## src/bptm_pkg.sv

```systemverilog
package bptm_pkg;

  localparam int NUM_SLOTS = 64;
  localparam int ADDR_W    = 32;
  localparam int SLOT_W    = 6;
  localparam int IDX_W     = (NUM_SLOTS > 1) ? $clog2(NUM_SLOTS) : 1;

  typedef enum logic [1:0] {
    OP_ADD        = 2'd0,
    OP_DELETE     = 2'd1,
    OP_SET_ENABLE = 2'd2,
    OP_MATCH      = 2'd3
  } op_t;

  typedef enum logic [2:0] {
    ST_OK        = 3'd0,
    ST_FULL      = 3'd1,
    ST_RANGE     = 3'd2,
    ST_NOT_SET   = 3'd3,
    ST_HIT       = 3'd4,
    ST_STEP_TRAP = 3'd5,
    ST_NO_HIT    = 3'd6
  } status_t;

  typedef enum logic [1:0] {
    S_IDLE,
    S_ADD_SCAN,
    S_MATCH_SCAN
  } state_t;

  // Update request for the slot flag bits.
  typedef struct packed {
    logic             claim;
    logic             release_slot;
    logic             set_en;
    logic [IDX_W-1:0] idx;
    logic             tmp;
    logic             en;
  } flag_cmd_t;

  // Flag bits of one slot as read back.
  typedef struct packed {
    logic in_use;
    logic enabled;
    logic temporary;
  } flag_rd_t;

endpackage

```

## src/bptm_addr_mem.sv

```systemverilog
module bptm_addr_mem (
  input  logic                        clk,
  input  logic                        we,
  input  logic [bptm_pkg::IDX_W-1:0]  waddr,
  input  logic [bptm_pkg::ADDR_W-1:0] wdata,
  input  logic [bptm_pkg::IDX_W-1:0]  raddr,
  output logic [bptm_pkg::ADDR_W-1:0] rdata
);

  logic [bptm_pkg::ADDR_W-1:0] mem [bptm_pkg::NUM_SLOTS];

  always_ff @(posedge clk) begin
    if (we) begin
      mem[waddr] <= wdata;
    end
    rdata <= mem[raddr];
  end

endmodule

```

## src/bptm_slot_flags.sv

```systemverilog
module bptm_slot_flags (
  input  logic                       clk,
  input  logic                       rst,
  input  bptm_pkg::flag_cmd_t        cmd,
  input  logic [bptm_pkg::IDX_W-1:0] scan_idx,
  input  logic [bptm_pkg::IDX_W-1:0] edit_idx,
  output bptm_pkg::flag_rd_t         scan_rd,
  output bptm_pkg::flag_rd_t         edit_rd
);

  logic [bptm_pkg::NUM_SLOTS-1:0] in_use;
  logic [bptm_pkg::NUM_SLOTS-1:0] enabled;
  logic [bptm_pkg::NUM_SLOTS-1:0] temporary;

  always_ff @(posedge clk) begin
    if (rst) begin
      in_use    <= '0;
      enabled   <= '0;
      temporary <= '0;
    end else begin
      if (cmd.claim) begin
        in_use[cmd.idx]    <= 1'b1;
        enabled[cmd.idx]   <= 1'b1;
        temporary[cmd.idx] <= cmd.tmp;
      end
      if (cmd.release_slot) begin
        in_use[cmd.idx] <= 1'b0;
      end
      if (cmd.set_en) begin
        enabled[cmd.idx] <= cmd.en;
      end
    end
  end

  assign scan_rd = '{in_use: in_use[scan_idx], enabled: enabled[scan_idx],
                     temporary: temporary[scan_idx]};
  assign edit_rd = '{in_use: in_use[edit_idx], enabled: enabled[edit_idx],
                     temporary: temporary[edit_idx]};

endmodule

```

## src/breakpoint_table_match.sv

```systemverilog
// Breakpoint slot table with a shared address comparator.
//
// Command channel: an operation (opcode, address, slot, temporary,
// enable_value, step_trap) is taken at a rising edge with start high and
// busy low. Each transaction yields exactly one result on status,
// result_slot and hit_temporary, marked by done for one cycle; the
// receiver cannot stall, so the result must be taken in that cycle.
// Delete and set enable finish at once: done is high in the cycle after
// acceptance and busy never rises. Add scans the in-use bits one slot per
// cycle. Match reads one stored address per cycle from the address
// memory and compares it in the single comparator. busy falls in the
// cycle that done is high, so the next transaction can be taken right
// then. Reset clears the in-use, enabled and temporary bits at once and
// returns the sequencer to idle; stored addresses are not cleared, since
// a slot is never compared before add writes it.
module breakpoint_table_match (
  input  logic                        clk,
  input  logic                        rst,
  input  logic                        start,
  output logic                        busy,
  input  logic [1:0]                  opcode,
  input  logic [bptm_pkg::ADDR_W-1:0] address,
  input  logic [bptm_pkg::SLOT_W-1:0] slot,
  input  logic                        temporary,
  input  logic                        enable_value,
  input  logic                        step_trap,
  output logic                        done,
  output logic [2:0]                  status,
  output logic [bptm_pkg::SLOT_W-1:0] result_slot,
  output logic                        hit_temporary
);

  localparam logic [bptm_pkg::IDX_W-1:0] LAST_IDX = bptm_pkg::IDX_W'(bptm_pkg::NUM_SLOTS - 1);

  bptm_pkg::state_t state, state_next;

  logic [bptm_pkg::IDX_W-1:0]  idx, idx_next;
  logic [bptm_pkg::IDX_W-1:0]  cmp_idx;
  logic                        cmp_valid, cmp_valid_next;
  logic                        rd_done, rd_done_next;
  logic [bptm_pkg::ADDR_W-1:0] op_addr;
  logic                        op_tmp;
  logic                        op_trap;
  logic                        accept;

  logic                        done_next;
  logic [2:0]                  status_next;
  logic [bptm_pkg::SLOT_W-1:0] result_slot_next;
  logic                        hit_temporary_next;

  bptm_pkg::flag_cmd_t         flag_cmd;
  bptm_pkg::flag_rd_t          scan_rd, edit_rd;
  logic [bptm_pkg::IDX_W-1:0]  scan_idx;
  logic                        mem_we;
  logic [bptm_pkg::ADDR_W-1:0] mem_rdata;
  logic                        slot_in_range;
  logic                        addr_equal;

  function automatic logic mem_mem_cmp(input logic [bptm_pkg::ADDR_W-1:0] a,
                                       input logic [bptm_pkg::ADDR_W-1:0] b);
    return a == b;
  endfunction

  assign accept        = start && !busy;
  assign busy          = (state != bptm_pkg::S_IDLE);
  assign slot_in_range = ({1'b0, slot} < (bptm_pkg::SLOT_W + 1)'(bptm_pkg::NUM_SLOTS));
  assign scan_idx      = (state == bptm_pkg::S_ADD_SCAN) ? idx : cmp_idx;
  assign addr_equal    = (mem_mem_cmp(mem_rdata, op_addr));

  bptm_slot_flags u_flags (
    .clk      (clk),
    .rst      (rst),
    .cmd      (flag_cmd),
    .scan_idx (scan_idx),
    .edit_idx (slot[bptm_pkg::IDX_W-1:0]),
    .scan_rd  (scan_rd),
    .edit_rd  (edit_rd)
  );

  bptm_addr_mem u_mem (
    .clk   (clk),
    .we    (mem_we),
    .waddr (idx),
    .wdata (op_addr),
    .raddr (idx),
    .rdata (mem_rdata)
  );

  always_comb begin
    state_next         = state;
    idx_next           = idx;
    cmp_valid_next     = 1'b0;
    rd_done_next       = rd_done;
    done_next          = 1'b0;
    status_next        = status;
    result_slot_next   = result_slot;
    hit_temporary_next = hit_temporary;
    flag_cmd           = '{claim: 1'b0, release_slot: 1'b0, set_en: 1'b0,
                           idx: slot[bptm_pkg::IDX_W-1:0], tmp: op_tmp,
                           en: enable_value};
    mem_we             = 1'b0;

    unique case (state)
      bptm_pkg::S_IDLE: begin
        if (accept) begin
          idx_next     = '0;
          rd_done_next = 1'b0;
          unique case (bptm_pkg::op_t'(opcode))
            bptm_pkg::OP_ADD: begin
              state_next = bptm_pkg::S_ADD_SCAN;
            end
            bptm_pkg::OP_MATCH: begin
              state_next = bptm_pkg::S_MATCH_SCAN;
            end
            bptm_pkg::OP_DELETE, bptm_pkg::OP_SET_ENABLE: begin
              done_next          = 1'b1;
              result_slot_next   = '0;
              hit_temporary_next = 1'b0;
              if (!slot_in_range) begin
                status_next = bptm_pkg::ST_RANGE;
              end else if (!edit_rd.in_use) begin
                status_next = bptm_pkg::ST_NOT_SET;
              end else begin
                status_next = bptm_pkg::ST_OK;
                if (bptm_pkg::op_t'(opcode) == bptm_pkg::OP_DELETE) begin
                  flag_cmd.release_slot = 1'b1;
                end else begin
                  flag_cmd.set_en = 1'b1;
                end
              end
            end
          endcase
        end
      end

      bptm_pkg::S_ADD_SCAN: begin
        flag_cmd.idx = idx;
        if (!scan_rd.in_use) begin
          flag_cmd.claim     = 1'b1;
          mem_we             = 1'b1;
          done_next          = 1'b1;
          status_next        = bptm_pkg::ST_OK;
          result_slot_next   = bptm_pkg::SLOT_W'(idx);
          hit_temporary_next = 1'b0;
          state_next         = bptm_pkg::S_IDLE;
        end else if (idx == LAST_IDX) begin
          done_next          = 1'b1;
          status_next        = bptm_pkg::ST_FULL;
          result_slot_next   = '0;
          hit_temporary_next = 1'b0;
          state_next         = bptm_pkg::S_IDLE;
        end else begin
          idx_next = idx + 1'b1;
        end
      end

      bptm_pkg::S_MATCH_SCAN: begin
        // Reads are issued one slot ahead of the compare, since the
        // address memory registers its read data.
        if (!rd_done) begin
          cmp_valid_next = 1'b1;
          if (idx == LAST_IDX) begin
            rd_done_next = 1'b1;
          end else begin
            idx_next = idx + 1'b1;
          end
        end
        if (cmp_valid && scan_rd.in_use && scan_rd.enabled && addr_equal) begin
          done_next          = 1'b1;
          status_next        = bptm_pkg::ST_HIT;
          result_slot_next   = bptm_pkg::SLOT_W'(cmp_idx);
          hit_temporary_next = scan_rd.temporary;
          cmp_valid_next     = 1'b0;
          state_next         = bptm_pkg::S_IDLE;
        end else if (cmp_valid && cmp_idx == LAST_IDX) begin
          done_next          = 1'b1;
          status_next        = op_trap ? bptm_pkg::ST_STEP_TRAP : bptm_pkg::ST_NO_HIT;
          result_slot_next   = '0;
          hit_temporary_next = 1'b0;
          cmp_valid_next     = 1'b0;
          state_next         = bptm_pkg::S_IDLE;
        end
      end

      default: begin
        state_next = bptm_pkg::S_IDLE;
      end
    endcase
  end

  always_ff @(posedge clk) begin
    if (rst) begin
      state     <= bptm_pkg::S_IDLE;
      done      <= 1'b0;
      cmp_valid <= 1'b0;
      rd_done   <= 1'b0;
    end else begin
      state     <= state_next;
      done      <= done_next;
      cmp_valid <= cmp_valid_next;
      rd_done   <= rd_done_next;
    end
  end

  always_ff @(posedge clk) begin
    idx           <= idx_next;
    cmp_idx       <= idx;
    status        <= status_next;
    result_slot   <= result_slot_next;
    hit_temporary <= hit_temporary_next;
    if (accept) begin
      op_addr <= address;
      op_tmp  <= temporary;
      op_trap <= step_trap;
    end
  end

endmodule

```

## config.mk

```make
export PLATFORM = sky130hd
export DESIGN_NAME = breakpoint_table_match
export DESIGN_NICKNAME = d
export VERILOG_FILES = /design/src/bptm_pkg.sv /design/src/bptm_addr_mem.sv /design/src/bptm_slot_flags.sv /design/src/breakpoint_table_match.sv
export SDC_FILE = /design/constraint.sdc
export NUM_CORES = 2
export LEC_CHECK = 0
export ABC_AREA = 0
export CORE_ASPECT_RATIO = 1.75
export CORE_UTILIZATION = 40
export DETAILED_ROUTE_END_ITERATION = 6
export DONT_BUFFER_PORTS = 1
export PLACE_DENSITY = 0.58
export SLEW_MARGIN = 5
export SYNTH_ARGS = -nofsm -noshare
export SYNTH_HDL_FRONTEND = slang
export SYNTH_HIERARCHICAL = 1
export SYNTH_SLANG_ARGS = --single-unit
export TNS_END_PERCENT = 20
```

## constraint.sdc

```tcl
create_clock -name clk -period 11.4 [get_ports clk]
set_input_delay 0.57 -clock clk [delete_from_list [all_inputs] [get_ports clk]]
set_output_delay 0.57 -clock clk [all_outputs]
set_load 0.005 [all_outputs]
```

# Word-level counts from Yosys, hierarchy flattened
# Memories as Yosys holds them, arrays and structs flattened. A register that Yosys moved wholly into a read port is not among the register bits.
# Cells that the tools add are included.
[word_totals]
latch_bits = 0
mem_count = 1
ram_bits = 2048
regBits = 253
rom_bits = 0
elab_cells = 135
input_bits = 46
[memory_table]
columns = ["memory", "words", "word_bits", "rd", "rd_clocked_by_memory_dff", "wr", "line_no", "text"]
rows = [
  ["u_mem.mem", 64, 32, 1, 1, 1, "bptm_addr_mem.sv:10", "logic [bptm_pkg::ADDR_W-1:0] mem [bptm_pkg::NUM_SLOTS];"],
]
[classes]
n_mul = 0
shifts = 0
reduce_logical = 18
magnitude_cmp = 4
n_eq_ne = 15
bitwise_logic = 5
mux = 76
addsub = 1
div = 0
[op_table]
columns = ["op", "count"]
rows = [
  ["$mux 64", 6],
  ["$bwmux 64", 2],
  ["$or 64x64->64", 2],
  ["$mux 6", 12],
  ["$and 64x64->64", 1],
  ["$not 64->64", 1],
  ["$pmux 6 s3", 2],
  ["$eq 32x32->1", 1],
  ["$mux 1", 26],
  ["$bmux 1 s6", 4],
  ["$mux 2", 11],
  ["$lt 6x7->1 const B", 3],
  ["$mux 3", 6],
  ["$eq 6x6->1 const B", 2],
  ["$pmux 3 s3", 1],
  ["$reduce_and 4->1", 2],
  ["$add 6x1->6 const B", 1],
  ["$demux 1 s6", 1],
  ["$eq 2x2->1 const B", 3],
  ["$ge 6x1->1 const B", 1],
  ["$logic_and 1x1->1", 6],
  ["$ne 2x2->1 const B", 3],
  ["$pmux 1 s3", 2],
  ["$pmux 2 s3", 1],
  ["16 further kinds", 19],
]

# Longest topological paths before layout
[depth]
depth_word = 11
mapped_depth = 19
depth_no_buf = 14

# Modules after synthesis
# The synthesis kept the hierarchy.
[modules_own_cells]
columns = ["module", "area_each_um2", "cells_per_inst", "seq_area_each_um2", "n_inst"]
rows = [
  ["bptm_addr_mem", 78720.5, 3503, 62139.6, 1],
  ["bptm_slot_flags", 10729.0, 1050, 3843.7, 1],
  ["breakpoint_table_match", 2808.9, 226, 1721.7, 1],
]

# Least setup slack after synthesis
# No wires, ideal clock.
[synth_path]
path_kind = "flip-flop to flip-flop"
start = "reg state[1]"
end = "mem u_mem/mem[30][0] in the netlist's numbering, enable pin"
synth_period_minus_slack_ns = 5.413
stages_incl_launch_ff = 17
arrival_ns = 4.992
required_time_ns = 10.979
path_slack_ns = 5.987
path_cell_list = "dfxtp_1 inv_1 ha_1 clkbuf_1 clkbuf_1 nand2_1 o21ai_0 buf_6 buf_2 mux4_2 o221ai_1 o21ai_0 a22o_1 nor2b_1 nor2b_1 nand3_1 nor2_1"
[synth_lines]
columns = ["item", "line_no", "text"]
rows = [
  ["start, declared", "breakpoint_table_match.sv:35", "bptm_pkg::state_t state, state_next;"],
  ["start signal, assigned", "breakpoint_table_match.sv:193", "state <= bptm_pkg::S_IDLE;"],
  ["start signal, assigned", "breakpoint_table_match.sv:198", "state <= state_next;"],
  ["end, declared", "bptm_addr_mem.sv:10", ""],
]

==> out/qor.txt <==
Leakage = 31.3 nW
FF-to-FF path depth = 13
Critical Path RT = 11830 ps
Total number of vias = 46787
Largest net degree at the start of global routing = 200
RSZ-0062 raised after global routing = no
Gp weighted congestion = 0.894
Vias in the first global route = 47021
Most frequent CP cell = buf_4
Sink Count = 2333
DRC Markers = 0
Hold crit path type = input pin to flop
Tcrit/Tclk final = 0.628
Max-slew headroom = 0.151
Post-cts gate resize count = 0
Max Slew Vio Count = 0
Synth warn = 6
Final min period = 7160 ps
Commonest non-fill, non-tap cells in the layout = edfxtp_1, mux4_2, dfxtp_1
Share of cells above drive strength 1 = 0.232
Clock latency on the worst-skew pair = 870 ps
Max Cap Viol = 0
Slowest Stage Delay on Critical Path = 1240 ps
Pwr Density = 238 mW/mm2
Tot GR Track Use = 0.230
Final antenna-violating net count = 0
Post-CTS Setup Inserts = 0
Worst slew pin tran = 1270 ps
DPL Wire Length = 166000 um
Syn Inst Count = 4707
Commonest non-fill, non-tap cell in the layout = edfxtp_1
Post-Syn Nets = 4761
IO buf count = 0
CP top delay family = simple AND/OR/NAND/NOR gates
Final Hold Vio Count = 0
Hold WS = 141 ps
WP buf/inv = 3
CP cell instances = inv_1 > ha_1 > nand2_1 > o21ai_4 > buf_4 > mux4_2 > o221ai_1 > a31oi_1 > a22o_1 > nor2b_4 > buf_4 > nand3_2 > nor2_4
Initial antenna violation count = 23
Max Clk Rate = 0.140 GHz
Worst Hold Depth = 3
Critical path arrival = 7580 ps
DIE AREA = 0.230 mm2
Core Region = 0.227 mm2
Run status = completed
Rows = 231
TNS Setup = 0 ps
Layout Skew = 74.7 ps
Worst vdd ir = 148 uV
Starting Density = 0.403
Number of cells on the critical path = 13
CTS buffer count = 206
Slowest CP cell = nor2_4
Die Y = 634 um
Clk buf depth = 4
Setup violators final = 0
CTS clock-pin slew for the worst setup and hold paths = 70 ps
Syn_area_per_cell = 19.4 um2
Synth Cell Area = 0.0913 mm2
Top Ports = 58
Worst-path maximum fanout = 53
Final WL = 266000 um
Layout Cells excl Fill = 7973
Global-route wire length before repair = 369000 um
DR iter-0 viols = 5004
Total global routing overflow = 0
Routed length per instance = 33.3 um
P&R area growth vs syn = 11.9%
CP Capture Type = flop
Nets = 4833
Worst Setup Start Kind = flop
TritonCTS clock tree = done
H-tree levels = 4
Placed Cells incl. Taps = 7564
Drt pass-1 iters = 6
CTS Root Cell = clkbuf_16
Die width = 363 um
Setup CP Type = flop to flop
DR vias/cell = 5.87
==> worst min-delay path, stage by stage <==
cell,delay (ps)
ha_1,200
nand3b_1,100
mux2i_1,70
==> path summary, 6_finish.rpt <==
kind	start	endpoint	slack (ps)
max	state[1]	u_mem/mem[27][4]	4240
min	opcode[1]	state[1]	140
max reg2reg	state[1]	u_mem/mem[27][4]	4240
min reg2reg	rd_done	cmp_valid	490
==> per-stage QoR <==
step	cell area [um2]	utilization	worst slack, ps	total power (W)
2_1_floorplan	91300	-	5990	0.0145
3_3_place_gp	95200	0.420	4300	0.0176
3_5_place_dp	95200	0.420	4270	0.0176
4_1_cts	102000	0.451	4190	0.0245
5_1_grt	102000	0.451	3940	0.0250
6_report	102000	0.451	4240	0.0243
==> what timing repair did <==
item | in CTS | in global routing
hold endpoints to repair | 231 | 0
hold buffers | 36 | 0
endpoints found under the setup margin | 0 | 0
==> report_power, final <==
group	leakage [nW]	internal [W]	switching (W)
Sequential	20.8	0.00986	0.000125
Clock	3.20	0.00381	0.00310
Combinational	7.30	0.00243	0.00502
Total	31.3	0.0161	0.00824
==> flip-flops by register name, indices dropped and copies added (netlist names), 3 cells and up <==
name	cells
cmp_idx	6
status	3
idx	6
u_mem/mem	2048
result_slot	6
u_mem/rdata	32
u_flags/enabled	64
u_flags/in_use	64
op_addr	32
u_flags/temporary	64
==> per-layer routing <==
| metal | track usage | part of all wire | up-vias |
|---|---|---|---|
| met5 | 0 | 0.000049 | - |
| li1 | - | - | 19509 |
| met3 | 0.0258 | 0.054 | 518 |
| met2 | 0.409 | 0.53 | 1771 |
| met1 | 0.256 | 0.34 | 24987 |
| met4 | 0.159 | 0.079 | 2 |
==> final cells by class <==
type / instances / area (um2)
Clock inverter: 105 / 951
Antenna cell: 9 / 22.5
Fill cell: 19279 / 124000
Timing Repair Buffer: 179 / 1490
Clock buffer: 259 / 5560
Tap cell: 3029 / 3790
Inverter: 21 / 78.8
Sequential cell: 2333 / 67700
Multi-Input combinational cell: 2038 / 22600
(Power assumes the default switching activity.)
